===== config.mk =====
export PLATFORM = sky130hd
export DESIGN_NAME = jpeg_header_dimension_scan_core
export DESIGN_NICKNAME = d
export VERILOG_FILES = /design/src/sv/jhds_pkg.sv /design/src/sv/jhds_in_reg.sv /design/src/sv/jhds_parser.sv /design/src/sv/jhds_out_reg.sv /design/src/sv/jpeg_header_dimension_scan_core.sv
export SDC_FILE = /design/constraint.sdc
export NUM_CORES = 1
export LEC_CHECK = 0
export BUFFER_PORTS_ARGS = -buffer_cell sky130_fd_sc_hd__buf_2
export CORE_MARGIN = 1
export CORE_UTILIZATION = 50
export CTS_CLUSTER_DIAMETER = 100
export DETAILED_ROUTE_END_ITERATION = 7
export PLACE_DENSITY_LB_ADDON = 0.08
export SYNTH_ARGS = -nofsm -noshare
export SYNTH_HDL_FRONTEND = slang
export SYNTH_SLANG_ARGS = --single-unit

===== constraint.sdc =====
create_clock -name i_clk -period 8.2 [get_ports i_clk]
set_clock_uncertainty 0.2 [all_clocks]
set_input_delay 0.82 -clock i_clk [delete_from_list [all_inputs] [get_ports i_clk]]
set_output_delay 0.82 -clock i_clk [all_outputs]
set_load 0.05 [all_outputs]

===== src/sv/jhds_pkg.sv =====
// Types and constants of the JPEG dimension scanner.
// No dependencies; used by the registers, the parser, the top level and the bench.
package jhds_pkg;

    typedef enum logic [3:0] {
        PH_SOI0  = 4'd0,
        PH_SOI1  = 4'd1,
        PH_HUNT  = 4'd2,
        PH_CODE  = 4'd3,
        PH_LENHI = 4'd4,
        PH_LENLO = 4'd5,
        PH_SKIP  = 4'd6,
        PH_FRAME = 4'd7
    } t_phase;

    typedef enum logic [2:0] {
        ST_FOUND    = 3'd0,
        ST_NOFRAME  = 3'd1,
        ST_BADSTART = 3'd2,
        ST_TRUNC    = 3'd3,
        ST_BADLEN   = 3'd4
    } t_status;

    localparam logic [7:0]  C_MARK      = 8'hFF;
    localparam logic [7:0]  C_SOI       = 8'hD8;
    localparam logic [7:0]  C_EOI       = 8'hD9;
    localparam logic [7:0]  C_SOS       = 8'hDA;
    localparam logic [7:0]  C_SOF_LO    = 8'hC0;
    localparam logic [7:0]  C_SOF_HI    = 8'hCF;
    localparam logic [7:0]  C_DHT       = 8'hC4;
    localparam logic [7:0]  C_JPG       = 8'hC8;
    localparam logic [7:0]  C_DAC       = 8'hCC;
    localparam logic [15:0] C_LEN_MIN   = 16'd2;
    localparam logic [9:0]  C_FRAME_FIX = 10'd8;
    localparam logic [9:0]  C_COMP_LEN  = 10'd3;

    typedef struct packed {
        logic [7:0] data_byte;
        logic       first_byte;
        logic       last_byte;
    } t_beat;

    typedef struct packed {
        t_status     status;
        logic [15:0] width;
        logic [15:0] height;
    } t_result;

endpackage


===== src/sv/jhds_in_reg.sv =====
// Input register of the JPEG dimension scanner: holds one accepted beat.
// Depends on jhds_pkg.
module jhds_in_reg (
    input  logic            i_clk,
    input  logic            i_rst_n,
    input  logic            i_load,
    input  logic            i_valid,
    input  jhds_pkg::t_beat i_beat,
    output logic            o_valid,
    output jhds_pkg::t_beat o_beat
);
    import jhds_pkg::*;

    logic  r_valid;
    t_beat r_beat;

    always_ff @(posedge i_clk) begin
        if (!i_rst_n) begin
            r_valid <= 1'b0;
        end else if (i_load) begin
            r_valid <= i_valid;
        end
    end

    always_ff @(posedge i_clk) begin
        if (i_load && i_valid) begin
            r_beat <= i_beat;
        end
    end

    assign o_valid = r_valid;
    assign o_beat  = r_beat;

endmodule


===== src/sv/jhds_parser.sv =====
// Marker parser of the JPEG dimension scanner: one byte per enabled cycle.
// Depends on jhds_pkg.
module jhds_parser (
    input  logic              i_clk,
    input  logic              i_rst_n,
    input  logic              i_en,
    input  jhds_pkg::t_beat   i_beat,
    output logic              o_res_valid,
    output jhds_pkg::t_result o_res
);
    import jhds_pkg::*;

    t_phase      r_phase,     n_phase;
    logic [15:0] r_skip,      n_skip;
    logic [2:0]  r_field,     n_field;
    logic [15:0] r_seg_len,   n_seg_len;
    logic [15:0] r_height,    n_height;
    logic [15:0] r_width,     n_width;
    logic        r_concluded, n_concluded;

    t_phase      ph_eff;
    logic [2:0]  field_eff;
    logic        conc_eff;
    logic [7:0]  b;
    logic [15:0] len_word;
    logic [15:0] len_need;
    logic        is_sof;
    logic        done;
    t_status     status;

    assign b        = i_beat.data_byte;
    assign len_word = {r_seg_len[15:8], b};
    assign len_need = {6'd0, C_FRAME_FIX + {2'b00, b} * C_COMP_LEN};
    assign is_sof   = (b >= C_SOF_LO) && (b <= C_SOF_HI) &&
                      (b != C_DHT) && (b != C_JPG) && (b != C_DAC);

    // A first-byte beat restarts the parse with this very byte.
    always_comb begin
        ph_eff    = r_phase;
        field_eff = r_field;
        conc_eff  = r_concluded;
        if (i_beat.first_byte) begin
            ph_eff    = PH_SOI0;
            field_eff = 3'd0;
            conc_eff  = 1'b0;
        end
    end

    always_comb begin
        n_phase     = r_phase;
        n_skip      = r_skip;
        n_field     = r_field;
        n_seg_len   = r_seg_len;
        n_height    = r_height;
        n_width     = r_width;
        n_concluded = r_concluded;
        done        = 1'b0;
        status      = ST_FOUND;
        if (i_en) begin
            n_phase     = ph_eff;
            n_field     = field_eff;
            n_concluded = conc_eff;
            if (!conc_eff) begin
                unique case (ph_eff)
                    PH_SOI0: begin
                        if (b == C_MARK) begin
                            n_phase = PH_SOI1;
                        end else begin
                            done   = 1'b1;
                            status = ST_BADSTART;
                        end
                    end
                    PH_SOI1: begin
                        if (b == C_SOI) begin
                            n_phase = PH_HUNT;
                        end else begin
                            done   = 1'b1;
                            status = ST_BADSTART;
                        end
                    end
                    PH_HUNT: begin
                        if (b == C_MARK) begin
                            n_phase = PH_CODE;
                        end
                    end
                    PH_CODE: begin
                        priority if (b == C_MARK) begin
                            n_phase = PH_CODE;
                        end else if (is_sof) begin
                            n_phase = PH_FRAME;
                            n_field = 3'd0;
                        end else if (b == C_SOS || b == C_EOI) begin
                            done   = 1'b1;
                            status = ST_NOFRAME;
                        end else begin
                            n_phase = PH_LENHI;
                        end
                    end
                    PH_LENHI: begin
                        n_seg_len = {b, 8'h00};
                        n_phase   = PH_LENLO;
                    end
                    PH_LENLO: begin
                        n_seg_len = len_word;
                        if (len_word < C_LEN_MIN) begin
                            done   = 1'b1;
                            status = ST_BADLEN;
                        end else begin
                            n_skip  = len_word - C_LEN_MIN;
                            n_phase = (len_word == C_LEN_MIN) ? PH_HUNT : PH_SKIP;
                        end
                    end
                    PH_SKIP: begin
                        n_skip = r_skip - 16'd1;
                        if (r_skip == 16'd1) begin
                            n_phase = PH_HUNT;
                        end
                    end
                    PH_FRAME: begin
                        unique case (field_eff)
                            3'd0: n_seg_len = {b, 8'h00};
                            3'd1: n_seg_len = {r_seg_len[15:8], b};
                            3'd2: n_seg_len = r_seg_len;
                            3'd3: n_height  = {b, 8'h00};
                            3'd4: n_height  = {r_height[15:8], b};
                            3'd5: n_width   = {b, 8'h00};
                            3'd6: n_width   = {r_width[15:8], b};
                            default: begin
                                done   = 1'b1;
                                status = (r_seg_len == len_need) ? ST_FOUND : ST_BADLEN;
                            end
                        endcase
                        n_field = field_eff + 3'd1;
                    end
                    default: begin
                        n_phase = PH_HUNT;
                    end
                endcase
                if (!done && i_beat.last_byte) begin
                    done   = 1'b1;
                    status = ST_TRUNC;
                end
                if (done) begin
                    n_concluded = 1'b1;
                end
            end
        end
    end

    always_ff @(posedge i_clk) begin
        if (!i_rst_n) begin
            r_phase     <= PH_SOI0;
            r_skip      <= 16'd0;
            r_field     <= 3'd0;
            r_concluded <= 1'b1;
        end else begin
            r_phase     <= n_phase;
            r_skip      <= n_skip;
            r_field     <= n_field;
            r_concluded <= n_concluded;
        end
    end

    always_ff @(posedge i_clk) begin
        r_seg_len <= n_seg_len;
        r_height  <= n_height;
        r_width   <= n_width;
    end

    assign o_res_valid = done;
    assign o_res.status = status;
    assign o_res.width  = (status == ST_FOUND) ? r_width  : 16'd0;
    assign o_res.height = (status == ST_FOUND) ? r_height : 16'd0;

endmodule


===== src/sv/jhds_out_reg.sv =====
// Result register of the JPEG dimension scanner, holding one result beat.
// Depends on jhds_pkg.
module jhds_out_reg (
    input  logic              i_clk,
    input  logic              i_rst_n,
    input  logic              i_res_valid,
    input  jhds_pkg::t_result i_res,
    input  logic              i_stall,
    output logic              o_advance,
    output logic              o_valid,
    output jhds_pkg::t_result o_res
);
    import jhds_pkg::*;

    logic    r_valid;
    t_result r_res;

    // The register can take a new result when empty or when its beat leaves now.
    assign o_advance = !r_valid || !i_stall;

    always_ff @(posedge i_clk) begin
        if (!i_rst_n) begin
            r_valid <= 1'b0;
        end else if (o_advance) begin
            r_valid <= i_res_valid;
        end
    end

    always_ff @(posedge i_clk) begin
        if (o_advance && i_res_valid) begin
            r_res <= i_res;
        end
    end

    assign o_valid = r_valid;
    assign o_res   = r_res;

endmodule


===== src/sv/jpeg_header_dimension_scan_core.sv =====
// Top level of the JPEG dimension scanner: input register, parser, result register.
// Depends on jhds_pkg, jhds_in_reg, jhds_parser and jhds_out_reg.
//
// Usage: the file is fed as byte beats on the input channel (i_valid, o_stall),
// with i_first_byte marking the first byte of a file and i_last_byte its last.
// A file must open with FF D8; the parser then walks the marker segments and
// reports once per file on the result channel (o_valid, i_stall): status 0 with
// width and height from a frame header, 1 on SOS or EOI without a frame,
// 2 on a bad start, 3 when the file ends early and 4 on a bad segment length.
// Width and height read zero for any status but 0.
// Throughput is one byte per cycle while o_stall is low. Each accepted byte
// passes the input register and the parser, and a result that it concludes
// goes to the result register. Bytes that conclude nothing pass through silently.
// After a report, bytes are ignored until the next first-byte beat; a
// first-byte beat in the middle of a file drops the old parse without a report.
// Reset returns to the ignoring state with no result pending.
// While the receiver stalls, the result beat holds and o_stall rises only when
// a byte waits in the input register behind that held result.
module jpeg_header_dimension_scan_core (
    input  logic        i_clk,
    input  logic        i_rst_n,
    input  logic        i_valid,
    output logic        o_stall,
    input  logic [7:0]  i_data_byte,
    input  logic        i_first_byte,
    input  logic        i_last_byte,
    output logic        o_valid,
    input  logic        i_stall,
    output logic [2:0]  o_status,
    output logic [15:0] o_width,
    output logic [15:0] o_height
);
    import jhds_pkg::*;

    t_beat   in_beat;
    t_beat   reg_beat;
    logic    reg_valid;
    logic    advance;
    logic    res_valid;
    t_result res;
    t_result out_res;

    assign in_beat.data_byte  = i_data_byte;
    assign in_beat.first_byte = i_first_byte;
    assign in_beat.last_byte  = i_last_byte;

    assign o_stall = reg_valid && !advance;

    jhds_in_reg u_in_reg (
        .i_clk   (i_clk),
        .i_rst_n (i_rst_n),
        .i_load  (!o_stall),
        .i_valid (i_valid),
        .i_beat  (in_beat),
        .o_valid (reg_valid),
        .o_beat  (reg_beat)
    );

    jhds_parser u_parser (
        .i_clk       (i_clk),
        .i_rst_n     (i_rst_n),
        .i_en        (reg_valid && advance),
        .i_beat      (reg_beat),
        .o_res_valid (res_valid),
        .o_res       (res)
    );

    jhds_out_reg u_out_reg (
        .i_clk       (i_clk),
        .i_rst_n     (i_rst_n),
        .i_res_valid (res_valid),
        .i_res       (res),
        .i_stall     (i_stall),
        .o_advance   (advance),
        .o_valid     (o_valid),
        .o_res       (out_res)
    );

    assign o_status = out_res.status;
    assign o_width  = out_res.width;
    assign o_height = out_res.height;

endmodule


; Word level (Yosys, flattened, before mapping)
; Cells that the tools add are included.
[op_classes]
n_addsub = 4
multipliers = 1
order_cmp = 3
eq_ne = 27
mux = 53
bitwise_logic = 4
reduce_logical = 32
[ops]
columns = cell, n
row1 = $pmux W16 S2, 4
row2 = $pmux W16 S3, 1
row3 = $mux W4, 10
row4 = $mux W3, 13
row5 = $eq A8 B8 Y1 const B, 4
row6 = $pmux W4 S8, 1
row7 = $ne A8 B8 Y1 const B, 3
row8 = $mux W1, 18
row9 = $eq A16 B1 Y1 const B, 1
row10 = $eq A16 B10 Y1, 1
row11 = $eq A16 B2 Y1 const B, 1
row12 = $eq A4 B3 Y1 const B, 4
row13 = $lt A16 B2 Y1 const B, 1
row14 = $mux W16, 1
row15 = $reduce_and A4 Y1, 4
row16 = $sub A16 B1 Y16 const B, 1
row17 = $sub A16 B2 Y16 const B, 1
row18 = $pmux W3 S5, 1
row19 = $add A4 B10 Y10 const A, 1
row20 = $mul A8 B2 Y10 const B, 1
row21 = $reduce_and A5 Y1, 2
row22 = $eq A3 B3 Y1 const B, 3
row23 = $logic_and A1 B1 Y1, 9
row24 = $eq A4 B2 Y1 const B, 2
row25 = other kinds (21), 36
[word_totals]
regBits = 119
input_bits = 14
output_inout_bits = 37
elab_cells = 142

; Logic depth before layout (Yosys ltp)
; Gate-level depths: netlist (run 1).
[depth]
ltp_word = 18
mapped_depth = 12
ltp_nobuf = 10

; By module
; A second synthesis (run 1) with hierarchy kept.
[hier_totals]
cells_unflattened = 589
area_unflattened_um2 = 6503.7
[by_module_without_submodules]
columns = module, n_inst, cells_per_inst, area_each_um2, seq_area_each_um2
row1 = jhds_parser, 1, 532, 5044.8, 1921.8
row2 = jhds_out_reg, 1, 40, 1092.3, 1071.0
row3 = jhds_in_reg, 1, 14, 344.1, 320.3
row4 = jpeg_header_dimension_scan_core, 1, 3, 22.5, 0.0

; Worst setup path after synthesis (run 1)
; No wires, ideal clock.
[synth_timing]
path_type = reg-to-reg
startpoint = register u_in_reg.r_beat, in the netlist u_in_reg.o_beat[5]
endpoint = register u_out_reg.r_res, in the netlist u_out_reg.o_res[0] (enable)
setup_ns = 0.450
arrival_ns = 3.835
required_ns = 7.550
setup_slack_ns = 3.715
path_stages_with_launch = 8
path_buffers = 0
synth_period_minus_slack_ns = 4.485
path_cell_list = edfxtp_1 -> inv_1 -> ha_1 -> a21boi_0 -> o221ai_2 -> nor3_4 -> nor2b_1 -> a31oi_1
[synth_via]
elab_chain_cells = 18
elab_cells_between_ends = 32
cone_classes = order compare (3) / eq/ne (7) / mux (14) / reduce/logical (8)
[synth_rtl]
columns = element, line_no
row1 = start: declaration, jhds_in_reg.sv:15  ; t_beat r_beat;
row2 = start signal: assignment, jhds_in_reg.sv:27  ; r_beat <= i_beat;
row3 = $ge A8 B8 Y1 or $le A8 B8 Y1 (tied branches), jhds_parser.sv:34  ; assign is_sof = (b >= C_SOF_LO) && (b <= C_SOF_HI) &&
row4 = $logic_and A1 B1 Y1 (2 in series), jhds_parser.sv:34
row5 = $logic_and A1 B1 Y1 (2 in series), jhds_parser.sv:35  ; (b != C_DHT) && (b != C_JPG) && (b != C_DAC);
row6 = $mux W1, jhds_parser.sv:89  ; end else if (is_sof) begin
row7 = $mux W1, jhds_parser.sv:87  ; priority if (b == C_MARK) begin
row8 = $pmux W1 S5 (*), jhds_parser.sv:64  ; unique case (ph_eff)
row9 = $mux W1 (*), jhds_parser.sv:63  ; if (!conc_eff) begin
row10 = $mux W1 (*), jhds_parser.sv:59  ; if (i_en) begin
row11 = $logic_not A1 Y1, jhds_parser.sv:139  ; if (!done && i_beat.last_byte) begin
row12 = $logic_and A1 B1 Y1, jhds_parser.sv:139
row13 = $mux W1 (*), jhds_parser.sv:139
row14 = $mux W1 (*), jhds_parser.sv:63
row15 = $mux W1 (*), jhds_parser.sv:59
row16 = $mux W1 (*), jhds_parser.sv:63
row17 = $mux W1 (*), jhds_parser.sv:59
row18 = $logic_and A1 B1 Y1 (*), jhds_out_reg.sv:30  ; if (o_advance && i_res_valid) begin
row19 = end signal: assignment, jhds_out_reg.sv:31  ; r_res <= i_res;
row20 = end: declaration, jhds_out_reg.sv:16  ; t_result r_res;
; Every way passes the cells marked *; elsewhere a longest branch is shown, timed or not. The select of a mux whose other input is x is not followed.
; A chain may end at the register's enable or synchronous reset.

==> impl_results.md, run 1 <==
- Outcome: completed
- Post-synth top cells: edfxtp_1, a21oi_1, nor2_1, o211ai_1, nand2_1
- Nets: 711
- Fin. Hold Viols: 0
- Fmax: approximately 230 MHz
- HP Class: reg2reg
- Vias per cell: 5.82
- Maximum vdd drop: 0.000121 V
- Core area: 12700 µm²
- Yosys warnings: 0
- I/O pin count: 51
- Leak: 2.80 nW
- Setup Fix Bufs, Post-CTS: 0
- CTS Hold Buffers Added: 0
- Initial antenna violation count: 0
- Synth area leader: edfxtp_1
- Clk pin slew, worst setup/hold paths: approximately 0.060 ns
- Crit start category: register
- Post-DP HPWL: around 11000 µm
- Detail Route Antenna Nets: 0
- Prevailing post-synth register cell: edfxtp_1
- Worst skew pair latency: 0.42 ns
- Clock sink count: 119
- Syn-to-layout area delta: 13.9%
- Via count of the first global-routing pass: 4693
- DIE AREA: 13500 µm²
- IO Port Bufs: 50
- Worst Path Max Fanout: 33
- Post-route insts no fill: 842
- Htree depth: 4
- Synth Area per Inst: 10.5 µm²
- Die Height: 116 µm
- TNS Setup: 0 ns
- Post-synthesis cell count: 622
- Post-synth top area share: 42.8%
- Slew Viols, Final: 0
- Drt wl/cell: 17.8 µm
- Iteration-0 DRC Markers: roughly 320
- Arr. time, crit path: 4.33 ns
- Slew HR: 20.7%
- Slew @ Worst Pin: 1.18 ns
- Clock buffer depth: 2
- Library cells used by synthesis: 69
- RePlAce Congestion: ~0.96
- Cts bufs inserted: 17
- Share of layout cells above drive strength 1: between 10% and 20%
- Final setup fails: 0
- Post-synth EDFFs: 93
- Largest net degree at the start of global routing: 37
- Pre-antenna DRT Iters: 4
- Initial Utilization: about half
- Post-Syn Area: 6530 µm²
- CP Data Required Time: between 8 and 9 ns
- Hold path depth: 2
- Reg2reg path depth: 11
- Drt drc: 0
- Cells resized by post-CTS repair: 0
- Max-cap viol count: 0
- Vias: roughly 4900
- Pwr Density: 208 nW/µm²
- Post-synthesis sequential area ratio: between 50 and 60%
- Final wirelength: 15000 µm
- Num rows: 41
- Critical setup path kind: reg2reg
- Total gr overflow: 0
- GRT Overall Usage: 24.1%
- TritonCTS clock tree: built
- Hold_ws: slightly below 0.3 ns
- Synth async-reset ratio: 0%
- Diode count: 0
- Critical Path End Type: register
- Count leader, synth: edfxtp_1
- Tmin final: between 4 and 5 ns
- Fin crit share: 53.1%
- Total power: 1.55 mW
- Synth area leaders: edfxtp_1, dfxtp_1, ha_1, a21oi_1, o211ai_1
- Clk root buf: clkbuf_16
- Final core occ: roughly three fifths
- First-pass GRT wire length: 24200 µm
- Unrepaired setup endpoints after global routing: false
- Syn nets: 676
- Chip width: 116 µm
- Dpl cells: 810
- Synth Register Bits: 119
-- cell type report --
| type | count | area [µm²] |
|---|---|---|
| clock inverter | 15 | 178 |
| timing repair buffer | 57 | 303 |
| multi-input combinational | 442 | 2930 |
| sequential | 119 | 3310 |
| clock buffer | 17 | 425 |
| inverter | 20 | 75.1 |
| fill | 1092 | 5230 |
| tap | 172 | 215 |
-- layer usage --
metal	part of all wire (%)	vias to the layer above	wire length (µm)	GRT usage, %
met5	0	-	0	0
met3	4.3	23	649	6.23
met2	51	138	7610	42.0
li1	-	2388	-	-
met1	43	2348	6390	28.5
met4	2.1	0	308	8.80
-- flip-flops by register name, indices dropped and copies added (netlist names) --
| register | count |
|---|---|
| u_parser.r_phase | 4 |
| u_out_reg.o_valid | 1 |
| u_parser.r_skip | 16 |
| u_parser.r_height | 16 |
| u_parser.r_seg_len | 16 |
| u_parser.r_concluded | 1 |
| u_in_reg.o_beat | 10 |
| u_parser.r_width | 16 |
| u_out_reg.o_res | 35 |
| u_in_reg.o_valid | 1 |
| u_parser.r_field | 3 |
-- through the flow --
| step | worst slack [ns] | area (µm²) |
|---|---|---|
| global placement | 3.95 | 6840 |
| CTS | 3.86 | 7440 |
| global route | 3.73 | 7440 |
| floorplan | 3.71 | 6530 |
| finish | 3.85 | 7440 |
| detailed placement | 3.87 | 6840 |
-- placed cells by master, fill, tap and decap left out, types with 4 or more instances in the layout --
cell	count
dfxtp_1	26
and3_1	5
and2_1	4
clkinv_2	4
inv_1	16
nor2_1	56
nand3_1	9
clkinv_4	4
nand2b_1	5
edfxtp_1	93
clkbuf_16	17
nor4_1	6
o21ai_0	28
or4_1	5
a21oi_1	81
o211ai_1	46
nor3_1	16
nand4_1	4
a21o_1	4
nand2_1	41
or2_2	4
xor2_1	10
buf_2	50
a31oi_1	5
clkinv_1	4
xnor2_1	14
buf_4	7
ha_1	39
o2111ai_1	4
-- kinds of logic (layout without fill, tap and decap cells) --
group           count (synthesis)  in the layout  synth area share, %
compound gates                204            204                 20.2
simple gates                  174            174                 13.3
flops                         119            119                 50.7
buf+inv                        61            109                 4.71
fa+ha+maj                      40             40                 7.78
xor+xnor                       24             24                 3.22
-- where the power goes --
part | leakage (nW) | switching [mW] | internal (mW)
sequential | 1.12 | 0.00817 | 0.658
combinational | 1.38 | 0.0845 | 0.0384
clock | 0.293 | 0.280 | 0.478
total | 2.80 | 0.373 | 1.17
-- worst paths after layout --
check	endpoint	slack [ns]	start
max reg2reg	u_out_reg.o_res[34]	3.85	u_in_reg.o_beat[3]
max	u_out_reg.o_res[34]	3.85	u_in_reg.o_beat[3]
min	u_parser.r_skip[1]	0.29	u_parser.r_skip[1]
min reg2reg	u_parser.r_skip[1]	0.29	u_parser.r_skip[1]
-- worst max-delay path, cell delays in order (launching register included) --
cell and delay [ns]:
edfxtp_1 0.50, clkinv_1 0.43, ha_1 0.48, ha_1 0.25
fa_1 0.46, xor2_1 0.19, nor3_1 0.18, nand4b_1 0.13
nor4_1 0.59, nand4_1 0.21, buf_4 0.28, and2_1 0.17
(Power assumes the default switching activity.)
==> inputs of run 2 (changes only) <==
==> constraint.sdc (replaced) <==
create_clock -name i_clk -period 4.33 [get_ports i_clk]
set_clock_uncertainty 0.2 [all_clocks]
set_input_delay 0.433 -clock i_clk [delete_from_list [all_inputs] [get_ports i_clk]]
set_output_delay 0.433 -clock i_clk [all_outputs]
set_load 0.05 [all_outputs]
==> impl_results.md, run 2 (synthesis gave the netlist of run 1 again) <==
- Outcome: completed
- First-pass GRT wire length: roughly 24000 µm
- Initial Utilization: between 50% and 60%
- Htree depth: 4
- Commonest non-fill, non-tap cell in the layout: edfxtp_1
- Crit. path cell count: 11
- Final worst slack: 0.680 ns
- Max FFs per register: 35
- Crit start category: register
- TNS Setup: 0 ns
- Area of the multi-input gates: slightly below 3000 µm²
- Post-DP HPWL: 10300 µm
- Switching pwr: 0.668 mW
- Sequential share of power: a little over two fifths
- Pre-CTS WS: 0.737 ns
- Commonest cells after routing, fill and taps aside: edfxtp_1, a21oi_1, nor2_1, buf_2, o211ai_1
- Slew Viols, Final: 0
- Fillers: about 1100
- Pwr Density: 389 nW/µm²
- Clk root buf: clkbuf_16
- Tmin final: 3.65 ns
- Fmax: about 270 MHz
- Diode count: 0
- Sequential cell area: around 3300 µm²
- GRT Overall Usage: 23.5%
- RePlAce Congestion: around 0.95
- Iteration-0 DRC Markers: 460
- Slew @ Worst Pin: 1.19 ns
- Total gr overflow: 0
- Clock sink count: 119
- CP Data Required Time: 4.29 ns
- Crit path largest cell delay: between 0.4 and 0.5 ns
- Arr. time, crit path: 3.61 ns
- Total power: 2.95 mW
- Final core occ: 59.8%
- Most common cell on crit path: ha_1
- Chip width: 116 µm
- Nets: roughly 720
- Combinational fraction of design power: 8.0%
- Maximum vdd drop: 0.000192 V
- Core area: roughly 13000 µm²
- Worst skew pair latency: 0.41 ns
- Fin. Hold Viols: 0
- Crit path max-delay family: adder cells
- Vias per cell: 5.81
- Critical setup path kind: reg2reg
- RR Startpoint: u_in_reg.o_beat[3]
- HP Class: in2reg
- Initial antenna violation count: 0
- Clock buffer depth: 2
- Final setup fails: 0
- R2r setup slk: 0.68 ns
- Drt drc: 0
- Unrepaired setup endpoints after global routing: false
- Worst Path Max Fanout: 33
- HP Start: i_valid
- IO Port Bufs: 50
- Num rows: 41
- Cts bufs inserted: 17
- Slowest-stage cell, CP: edfxtp_1
- Reg2reg end: u_out_reg.o_res[34]
- Critical Path End Type: register
- I/O pin count: 51
- Worst hold endpoint: u_in_reg.o_valid
- Leak: 2.86 nW
- Clk network pwr share: 49.1%
- DIE AREA: 13500 µm²
- Die Height: between 100 and 150 µm
- Syn-to-layout area delta: 15.9%
- Worst-path cell chain: clkinv_1 -> ha_1 -> ha_1 -> fa_1 -> xor2_1 -> nor3_1 -> nand4b_1 -> nor4_1 -> nand4_1 -> buf_4 -> and2_1
- Worst path buffer plus inverter count: 2
- Hold path depth: 2
- Via count of the first global-routing pass: 4793
- Sw frac: 22.7%
- Reg2reg path depth: 11
- Final wirelength: approximately 15000 µm
- Detail Route Antenna Nets: 0
- TritonCTS clock tree: built
- Post-route insts no fill: 854
- Drt wl/cell: roughly 17 µm
- Max-cap viol count: 0
- Pre-antenna DRT Iters: 5
- Fin crit share: 84.3%
- Dpl cells: about 810
- Share of layout cells above drive strength 1: 15.8%
- Clk pin slew, worst setup/hold paths: around 0.05 ns
- Slew HR: 20.2%
- Largest net degree at the start of global routing: 37
- Vias: 4960
- Internal cell power: 2.28 mW
run 2: how the worst max path moves through the flow:
stage,startpoint,endpoint,slack [ns]
finish,u_in_reg.o_beat[3],u_out_reg.o_res[34],0.68
global route,u_in_reg.o_beat[3],u_out_reg.o_res[34],0.39
CTS,u_in_reg.o_beat[3],u_out_reg.o_res[34],0.68
detailed placement,u_in_reg.o_beat[3],u_out_reg.o_res[34],0.74
global placement,u_in_reg.o_beat[3],u_out_reg.o_res[34],0.80
floorplan,u_in_reg.o_beat[5],u_out_reg.o_res[0],0.70
run 2: power groups by stage:
stage          logic [mW]  clock network, mW  registers [mW]
2_1_floorplan       0.139                  0            1.32
3_3_place_gp        0.227                  0            1.29
3_5_place_dp        0.229                  0            1.29
4_1_cts             0.238               1.47            1.26
5_1_grt             0.261               1.52            1.27
6_report            0.237               1.45            1.26
run 2: area by class of cell:
class	instances	share of cell area [%]
Inverter	20	0.992
Clock inverter	14	2.43
Sequential cell	119	43.8
Tap cell	172	2.84
Timing Repair Buffer	70	5.62
Clock buffer	17	5.62
Multi-Input combinational cell	442	38.7
run 2: what timing repair did:
action                                 CTS  global route
setup buffers                            0             0
resized for setup                        0             0
endpoints found under the hold margin   10             0
hold buffers                            10             0
run 2: worst reg2reg max path: stages, from the launching register on:
cell and delay [ns]:
edfxtp_1 0.45, clkinv_1 0.32, ha_1 0.43, ha_1 0.23, fa_1 0.45, xor2_1 0.17, nor3_1 0.20, nand4b_1 0.12
nor4_1 0.27, nand4_1 0.12, buf_4 0.25, and2_1 0.18
run 2: through the flow:
stage	instance area (µm²)	hold slack (ns)
2_1_floorplan	6540	0.257
3_3_place_gp	6860	0.271
3_5_place_dp	6860	0.276
4_1_cts	7570	0.0335
5_1_grt	7570	0.0553
6_report	7570	0.0421
run 2: per-layer routing:
layer / GRT usage, % / vias to the layer above / wire length [µm]
met2: 38.2 / 138 / 7130
li1: - / 2421 / -
met4: 12.0 / 0 / 548
met1: 29.4 / 2366 / 6440
met5: 0 / - / 0
met3: 5.29 / 35 / 575
==> inputs of run 3 (changes only) <==
==> constraint.sdc (replaced) <==
create_clock -name i_clk -period 3.4 [get_ports i_clk]
set_clock_uncertainty 0.2 [all_clocks]
set_input_delay 0.34 -clock i_clk [delete_from_list [all_inputs] [get_ports i_clk]]
set_output_delay 0.34 -clock i_clk [all_outputs]
set_load 0.05 [all_outputs]
==> impl_results.md, run 3 (synthesis gave the netlist of run 1 again) <==
- RePlAce Congestion: about 0.90
- Clk pin slew, worst setup/hold paths: 0.05 ns
- Diode count: 0
- IO Port Bufs: 50
- Maximum vdd drop: between 0.0003 and 0.0004 V
- Commonest cells after routing, fill and taps aside: edfxtp_1, a21oi_1, nor2_1, buf_2, o211ai_1
- Core area: around 13000 µm²
- Reg2reg path depth: 11
- Slew Viols, Final: 0
- R2r setup slk: a little over 0.2 ns
- DIE AREA: 13500 µm²
- Post-route insts no fill: 879
- Vias: slightly below 5000
- Die Height: 116 µm
- Crit path from: u_in_reg.o_beat[3]
- Chip width: approximately 120 µm
- Fin crit share: 94.0%
- Slowest-stage cell, CP: fa_1
- HP Class: in2reg
- Area of the multi-input gates: 2950 µm²
- Fin. Hold Viols: 0
- Commonest non-fill, non-tap cell in the layout: edfxtp_1
- Htree depth: 4
- Nets: 748
- First-pass GRT wire length: 23800 µm
- Worst path buffer plus inverter count: 2
- Crit path largest cell delay: 0.45 ns
- Crit start category: register
- Worst-path cell chain: clkinv_1 -> ha_1 -> ha_1 -> fa_1 -> xor2_1 -> nor3_2 -> nand4b_1 -> nor4_2 -> nand4_1 -> buf_6 -> and2_1
- Cts bufs inserted: 17
- HP Start: i_stall
- I/O pin count: 51
- Leak: 2.92 nW
- Syn-to-layout area delta: 19.0%
- GRT Overall Usage: 23.3%
- Fillers: 1090
- Tmin final: 3.19 ns
- Worst skew pair latency: ~0.42 ns
- Critical setup path kind: reg2reg
- Critical Path End Type: register
- Vias per cell: 5.66
- Outcome: completed
- Slew HR: between 50% and 60%
- Pre-antenna DRT Iters: 6
- RR Startpoint: u_in_reg.o_beat[3]
- Iteration-0 DRC Markers: between 200 and 300
- Final setup fails: 0
- Initial antenna violation count: 0
- TNS Setup: 0 ns
- Post-DP HPWL: around 10000 µm
- Fmax: 313 MHz
- Crit. path cell count: 11
- Worst Path Max Fanout: 33
- Total gr overflow: 0
- Crit path max-delay family: adder cells
- Most common cell on crit path: ha_1
- Pwr Density: 476 nW/µm²
- Max-cap viol count: 0
- Arr. time, crit path: 3.16 ns
- Unrepaired setup endpoints after global routing: false
- Dpl cells: 834
- CP Data Required Time: 3.36 ns
- Num rows: 41
- Drt drc: 0
- Max FFs per register: 35
- Detail Route Antenna Nets: 0
- Drt wl/cell: 16.6 µm
- Largest net degree at the start of global routing: 37
- Clk root buf: clkbuf_16
- Hold path depth: 3
- Via count of the first global-routing pass: 4689
- Initial Utilization: 51.6%
- TritonCTS clock tree: built
- Final wirelength: 14600 µm
- Slew @ Worst Pin: 0.698 ns
- Clock buffer depth: 2
- Clock sink count: 119
- Sequential cell area: 3310 µm²
- Share of layout cells above drive strength 1: 18.4%
-- run 3: changes by cell type in the layout (fill, tap and decap cells not counted), moves of 3 or more --
cell / delta
buf_4: +19
clkbuf_1: +4
buf_12: +3
clkinv_4: -3
-- run 3: final cells by class --
| cell class | instances | area share (%) |
|---|---|---|
| sequential | 119 | 42.6 |
| timing repair buffer | 94 | 8.36 |
| inverter | 20 | 0.966 |
| tap | 172 | 2.77 |
| clock buffer | 21 | 5.67 |
| multi-input combinational | 442 | 37.9 |
| clock inverter | 11 | 1.69 |
-- run 3: routing by layer --
metal	share of wire, %	vias to the layer above	global-route usage [%]	routed length [µm]
li1	-	2469	-	-
met1	43	2316	28.5	6270
met2	48	150	38.4	7030
met3	4.5	40	4.67	651
met4	4.5	0	13.7	651
met5	0	-	0	0
-- run 3: worst reg2reg max path, delay by kind of cell, from the launching register on --
kind	cells	cell delay (ns)
XOR/XNOR	1	0.19
adder cells (fa/ha/maj)	3	1.05
buffers and inverters	2	0.30
flip-flops	1	0.36
AND/OR/NAND/NOR	5	0.85
-- run 3: through the flow --
step	hold WS [ns]	setup WS (ns)	power (mW)	cell area [µm²]	utilization [%]
after global routing	0.0992	0.0371	3.81	7770	61.3
after floorplan	0.239	0.235	1.87	6550	-
after global placement	0.275	0.207	1.96	7060	55.7
after detailed placement	0.286	0.127	1.96	7060	55.7
final	0.0823	0.206	3.70	7770	61.3
after CTS	0.0609	0.0856	3.72	7740	61.1
-- run 3: worst paths after layout --
| check | endpoint |
|---|---|
| worst max-delay path | u_out_reg.o_res[34] |
| worst min-delay path | u_out_reg.o_valid |
| worst max register to register | u_out_reg.o_res[34] |
| worst min register to register | u_parser.r_skip[1] |
-- run 3: repair_timing --
item,4_1_cts,5_1_grt
hold buffers,11,0
setup endpoints to repair,0,33
gates resized for setup,0,4
setup buffers,0,2
endpoints found under the hold margin,11,0
-- run 3: power breakdown --
group          internal (mW)  switching, mW
Clock                   1.14          0.614
Sequential              1.59         0.0147
Combinational          0.126          0.218
Total                   2.85          0.847
